### config.mk
export PLATFORM = sky130hd
export DESIGN_NAME = wha_ctrl
export DESIGN_NICKNAME = d
export VERILOG_FILES = /design/src/design/wha_pkg.sv /design/src/design/wha_ctrl.sv
export SDC_FILE = /design/constraint.sdc
export NUM_CORES = 1
export LEC_CHECK = 0
export ABC_AREA = 1
export BUFFER_PORTS_ARGS = -buffer_cell sky130_fd_sc_hd__buf_4
export CORE_MARGIN = 3
export CORE_UTILIZATION = 45
export DETAILED_ROUTE_END_ITERATION = 10
export HOLD_SLACK_MARGIN = 0.08
export PLACE_DENSITY = 0.73
export REMOVE_ABC_BUFFERS = 1
export SLEW_MARGIN = 20
export SYNTH_ARGS = -nofsm -noshare
export SYNTH_HDL_FRONTEND = slang
export SYNTH_SLANG_ARGS = --single-unit
export TNS_END_PERCENT = 10
### constraint.sdc
create_clock -name clk -period 1.2 [get_ports clk]
set_input_delay 0.18 -clock clk [delete_from_list [all_inputs] [get_ports clk]]
set_output_delay 0.18 -clock clk [all_outputs]
set_load 0.01 [all_outputs]
### src/design/wha_pkg.sv
// ----------------------------------------------------------------------------
// Weighted histogram package
// Shared types, command codes and constants of the weighted histogram.
// ----------------------------------------------------------------------------
`default_nettype none

package wha_pkg;

    localparam int unsigned MAX_BINS_DEF = 256;

    typedef enum logic [1:0] {
        CMD_FILL  = 2'd0,
        CMD_READ  = 2'd1,
        CMD_CLEAR = 2'd2,
        CMD_NONE  = 2'd3
    } cmd_t;

    typedef enum logic [1:0] {
        REG_RANGE_LOW = 2'd0,
        REG_BIN_SCALE = 2'd1,
        REG_NUM_BINS  = 2'd2
    } reg_idx_t;

    localparam logic [47:0] WS_MAX = 48'h7FFF_FFFF_FFFF;
    localparam logic [47:0] WS_MIN = 48'h8000_0000_0000;
    localparam logic [62:0] SQ_MAX = 63'h7FFF_FFFF_FFFF_FFFF;

    // Commands from the controller to the datapath.
    typedef struct packed {
        logic load;      // capture the transaction
        logic mul;       // register the scaled product
        logic pick;      // choose the bin and issue the read
        logic rd_wait;   // memory data arrives
        logic update;    // form new sums and write back
        logic sqrt_go;   // start the square root
        logic sqrt_step; // one square-root step
        logic clr_step;  // clear one bin
        logic emit;      // drive the result
    } ctrl_t;

    // Status from the datapath to the controller.
    typedef struct packed {
        logic sqrt_done;
        logic clr_done;
    } stat_t;

endpackage

`default_nettype wire

### src/design/wha_ctrl.sv
// ----------------------------------------------------------------------------
// Weighted histogram controller
// Sequences each transaction through the datapath.
// ----------------------------------------------------------------------------
`default_nettype none

module wha_ctrl (
    input  wire logic           clk,
    input  wire logic           rst_n,
    input  wire logic           start,
    input  wire logic [1:0]     command,
    input  wha_pkg::stat_t      stat,
    output logic                busy,
    output wha_pkg::ctrl_t      ctrl,
    output logic                done
);
    import wha_pkg::*;

    typedef enum logic [8:0] {
        S_IDLE  = 9'b000000001,
        S_MUL   = 9'b000000010,
        S_PICK  = 9'b000000100,
        S_RDW   = 9'b000001000,
        S_UPD   = 9'b000010000,
        S_SQRT  = 9'b000100000,
        S_CLR   = 9'b001000000,
        S_EMIT  = 9'b010000000,
        S_RDPK  = 9'b100000000
    } state_t;

    state_t state_reg, state_next;
    logic   init_reg, init_next;

    // Next state. The sweep straight after reset zeroes the bins and emits
    // no result.
    always_comb
    begin
        state_next = state_reg;
        init_next  = init_reg;
        ctrl       = '0;
        case (state_reg)
            S_IDLE:
            begin
                if (start)
                begin
                    ctrl.load = 1'b1;
                    case (command)
                        CMD_FILL:  state_next = S_MUL;
                        CMD_READ:  state_next = S_RDPK;
                        CMD_CLEAR: state_next = S_CLR;
                        default:   state_next = S_EMIT;
                    endcase
                end
            end
            S_MUL:
            begin
                ctrl.mul   = 1'b1;
                state_next = S_PICK;
            end
            S_PICK, S_RDPK:
            begin
                ctrl.pick  = 1'b1;
                state_next = S_RDW;
            end
            S_RDW:
            begin
                ctrl.rd_wait = 1'b1;
                state_next   = S_UPD;
            end
            S_UPD:
            begin
                ctrl.update  = 1'b1;
                ctrl.sqrt_go = 1'b1;
                state_next   = S_SQRT;
            end
            S_SQRT:
            begin
                ctrl.sqrt_step = 1'b1;
                if (stat.sqrt_done)
                begin
                    state_next = S_EMIT;
                end
            end
            S_CLR:
            begin
                ctrl.clr_step = 1'b1;
                if (stat.clr_done)
                begin
                    state_next = init_reg ? S_IDLE : S_EMIT;
                    init_next  = 1'b0;
                end
            end
            S_EMIT:
            begin
                ctrl.emit  = 1'b1;
                state_next = S_IDLE;
            end
            default:
            begin
                state_next = S_IDLE;
            end
        endcase
    end

    assign busy = (state_reg != S_IDLE);
    assign done = (state_reg == S_EMIT);

    // State register.
    always_ff @(posedge clk or negedge rst_n)
    begin
        if (!rst_n)
        begin
            state_reg <= S_CLR;
            init_reg  <= 1'b1;
        end
        else
        begin
            state_reg <= state_next;
            init_reg  <= init_next;
        end
    end

endmodule

`default_nettype wire

==> flow_summary_export.csv <==
group,metric,value,unit
outcome,outcome,"complete, but fails checks",
outcome,failed_checks,"setup timing",
drt,drtAntennaViolNets,0,
clock_tree,cts_sinks,10,
global_routing,grt_pass1_vias,744,
worst_setup_path,cp.required,1020,ps
yosys,synth_cells,99,
clock_tree,cts-buffers-inserted,3,
place,place.gp.congestion,0.844,
sta,relSlewSlack,0.849,
global_routing,grt_overflow,0,
sta,finClkSkew,11.4,ps
yosys,synth_area,682,um2
sta,max_freq,595,MHz
sta,worstMarginPinSlew,226,ps
worst_setup_path,worst-path-max-fanout,4,
worst_hold_path,hold_path_class,"primary input to flop",
global_routing,antenna_found_initial,0,
clock_tree,cts_tree,"done",
job,cap_viol_max_count,0,
place,pre_cts_slack,-211,ps
clock_tree,clkTransAtPathRegs,80,ps
worst_setup_path,cp.arrival,1500,ps
yosys,avgSynthCellArea,6.89,um2
yosys,netlist_top_cells_area,"dfrtp_1, nand2_1, inv_1, dfstp_2, nor2_1",
sta,finalCritPeriodShare,1.40,
worst_setup_path,worstSetupPathType,"flop to output port",
drt,wire_per_inst,13.4,um
worst_setup_path,cp-end-kind,"output port",
floorplan,die_h,44.9,um
power_and_ir_drop,cellPowerDensity,1750,nW/um2
clock_tree,clock_path_buffers,2,
power_and_ir_drop,leakagePower,0.652,nW
drt,num_vias,758,
floorplan,start_util,0.499,
sta,setup_viol,19,
clock_tree,root_buffer,"clkbuf_4",
yosys,synth_most_common_cell,"nand2_1",
yosys,seq_area_frac_synth,0.371,
place,dpl.hpwl,1290,um
yosys,yosysTopAreaCell,"dfrtp_1",
place,port_buffers,17,
sta,grt_setup_unrepaired,"yes",
global_routing,grt_util_all_layers,0.212,
drt,dr.pass1.iters,4,
global_routing,grt_pass1_wl,3060,um
sta,final_hold_viol_count,0,
yosys,synth_top_area_share,0.294,
yosys,synth_commonest_cells,"nand2_1, inv_1, nor2_1",
sta,finalCriticalPeriod,1680,ps
cells_and_area,post_route_cells_drive_above_1_share,0.563,
cells_and_area,insertedDiodeCount,0,
yosys,ys_ff_latch,10,
clock_tree,clk_latency,280,ps
floorplan,die_w,44.9,um
yosys,synth-main-ff-cell,"dfrtp_1",
clock_tree,cts_max_level,1,
drt,wl,2100,um
drt,drc,0,
worst_setup_path,startpoint_type,"flop",
floorplan,core,1370,um2
cells_and_area,n_fill_cell,88,
sta,drv_slew,0,
cells_and_area,area_growth,66.6,%
yosys,ys_types,21,
sta,layout_setup_ws,-480,ps
floorplan,rows,13,
floorplan,io_pins,18,
yosys,synth.yosys.warnings,0,
cells_and_area,largest_reg_flops,9,
floorplan,dieArea,2020,um2
power_and_ir_drop,peakVddDrop,1.37,mV
global_routing,grt_max_degree,11,
drt,drt-initial-drc-count,23,
yosys,synth-edff-count,0,
drt,avgViaCountPerCell,4.83,
yosys,async_flop_share,1.00,
cells_and_area,layout.nets,150,
sta,final.hold.worst_slack,105,ps
[critical path, cell delays in order, from the launching register on]
cell and delay, ps:
dfrtp_1 440, nor2_4 190, nand2_4 100, nor2_1 100, nand2_1 100, buf_6 140, inv_1 40, buf_4 110
[power by group]
group / switching [W] / internal [W] / total (W)
clock: 0.000132 / 0.000185 / 0.000316
sequential: 0.0000563 / 0.000391 / 0.000447
combinational: 0.000649 / 0.000577 / 0.00123
total: 0.000837 / 0.00115 / 0.00199
[cell usage in the layout (no fill, tap or decap), drive strengths merged]
| cell | instances |
|---|---|
| a21oi | 1 |
| nor2 | 24 |
| inv | 21 |
| dfstp | 2 |
| nor3 | 2 |
| dlygate4sd3 | 1 |
| dfrtp | 8 |
| or2 | 1 |
| clkbuf | 4 |
| xor2 | 1 |
| nand2 | 27 |
| o21ai | 4 |
| and2 | 1 |
| nand4 | 1 |
| buf | 40 |
| nand3 | 4 |
[logic make-up (layout without fill, tap and decap cells)]
family / after synthesis / in the layout / synth area share
AND/OR/NAND/NOR: 60 / 60 / 0.437
buffers and inverters: 23 / 66 / 0.138
flip-flops: 10 / 10 / 0.371
AO/OA/AOI/OAI: 5 / 5 / 0.0422
XOR/XNOR: 1 / 1 / 0.0128
[timing repair]
action,in CTS,in global routing
pin swaps,9,15
resized for setup,12,22
endpoints found under the setup margin,16,20
gates cloned,0,0
hold buffers,1,0
setup buffers,6,6
hold endpoints to repair,10,0
[metal layers]
layer / track usage / routed length, um / part of all wire
met1: 0.236 / 828 / 0.39
met2: 0.376 / 1170 / 0.55
met3: 0.0279 / 75 / 0.036
met4: 0.129 / 32 / 0.015
met5: 0 / 0 / 0
[final cells by class]
class                      instances  area, um2  share of cell area
sequential                        10        253               0.222
timing repair buffer              41        344               0.303
tap                               15       18.8              0.0165
clock buffer                       4       36.3              0.0319
multi-input combinational         66        405               0.357
inverter                          21       78.8              0.0694
[final timing paths]
kind | from | endpoint | slack, ps | cells past startpoint
min reg2reg | init_reg | init_reg | 480 | 2
max in group asynchronous | rst_n | init_reg | 720 | 2
min | stat[1] | state_reg[5] | 110 | 2
max | state_reg[7] | ctrl[6] | -480 | 7
max reg2reg | state_reg[7] | state_reg[0] | -340 | 11
min in group asynchronous | rst_n | state_reg[5] | 260 | 2
[metrics by stage]
step / total power [W] / instances / setup TNS, ps / util / area, um2
CTS: 0.00179 / 152 / -5220 / 0.757 / 1030
detailed placement: 0.00131 / 141 / -1780 / 0.661 / 903
floorplan: 0.000962 / 97 / -436 / - / 667
global placement: 0.00129 / 141 / -1720 / 0.661 / 903
global route: 0.00211 / 157 / -7180 / 0.832 / 1140
finish: 0.00199 / 157 / -6300 / 0.832 / 1140
(Power assumes the default switching activity.)
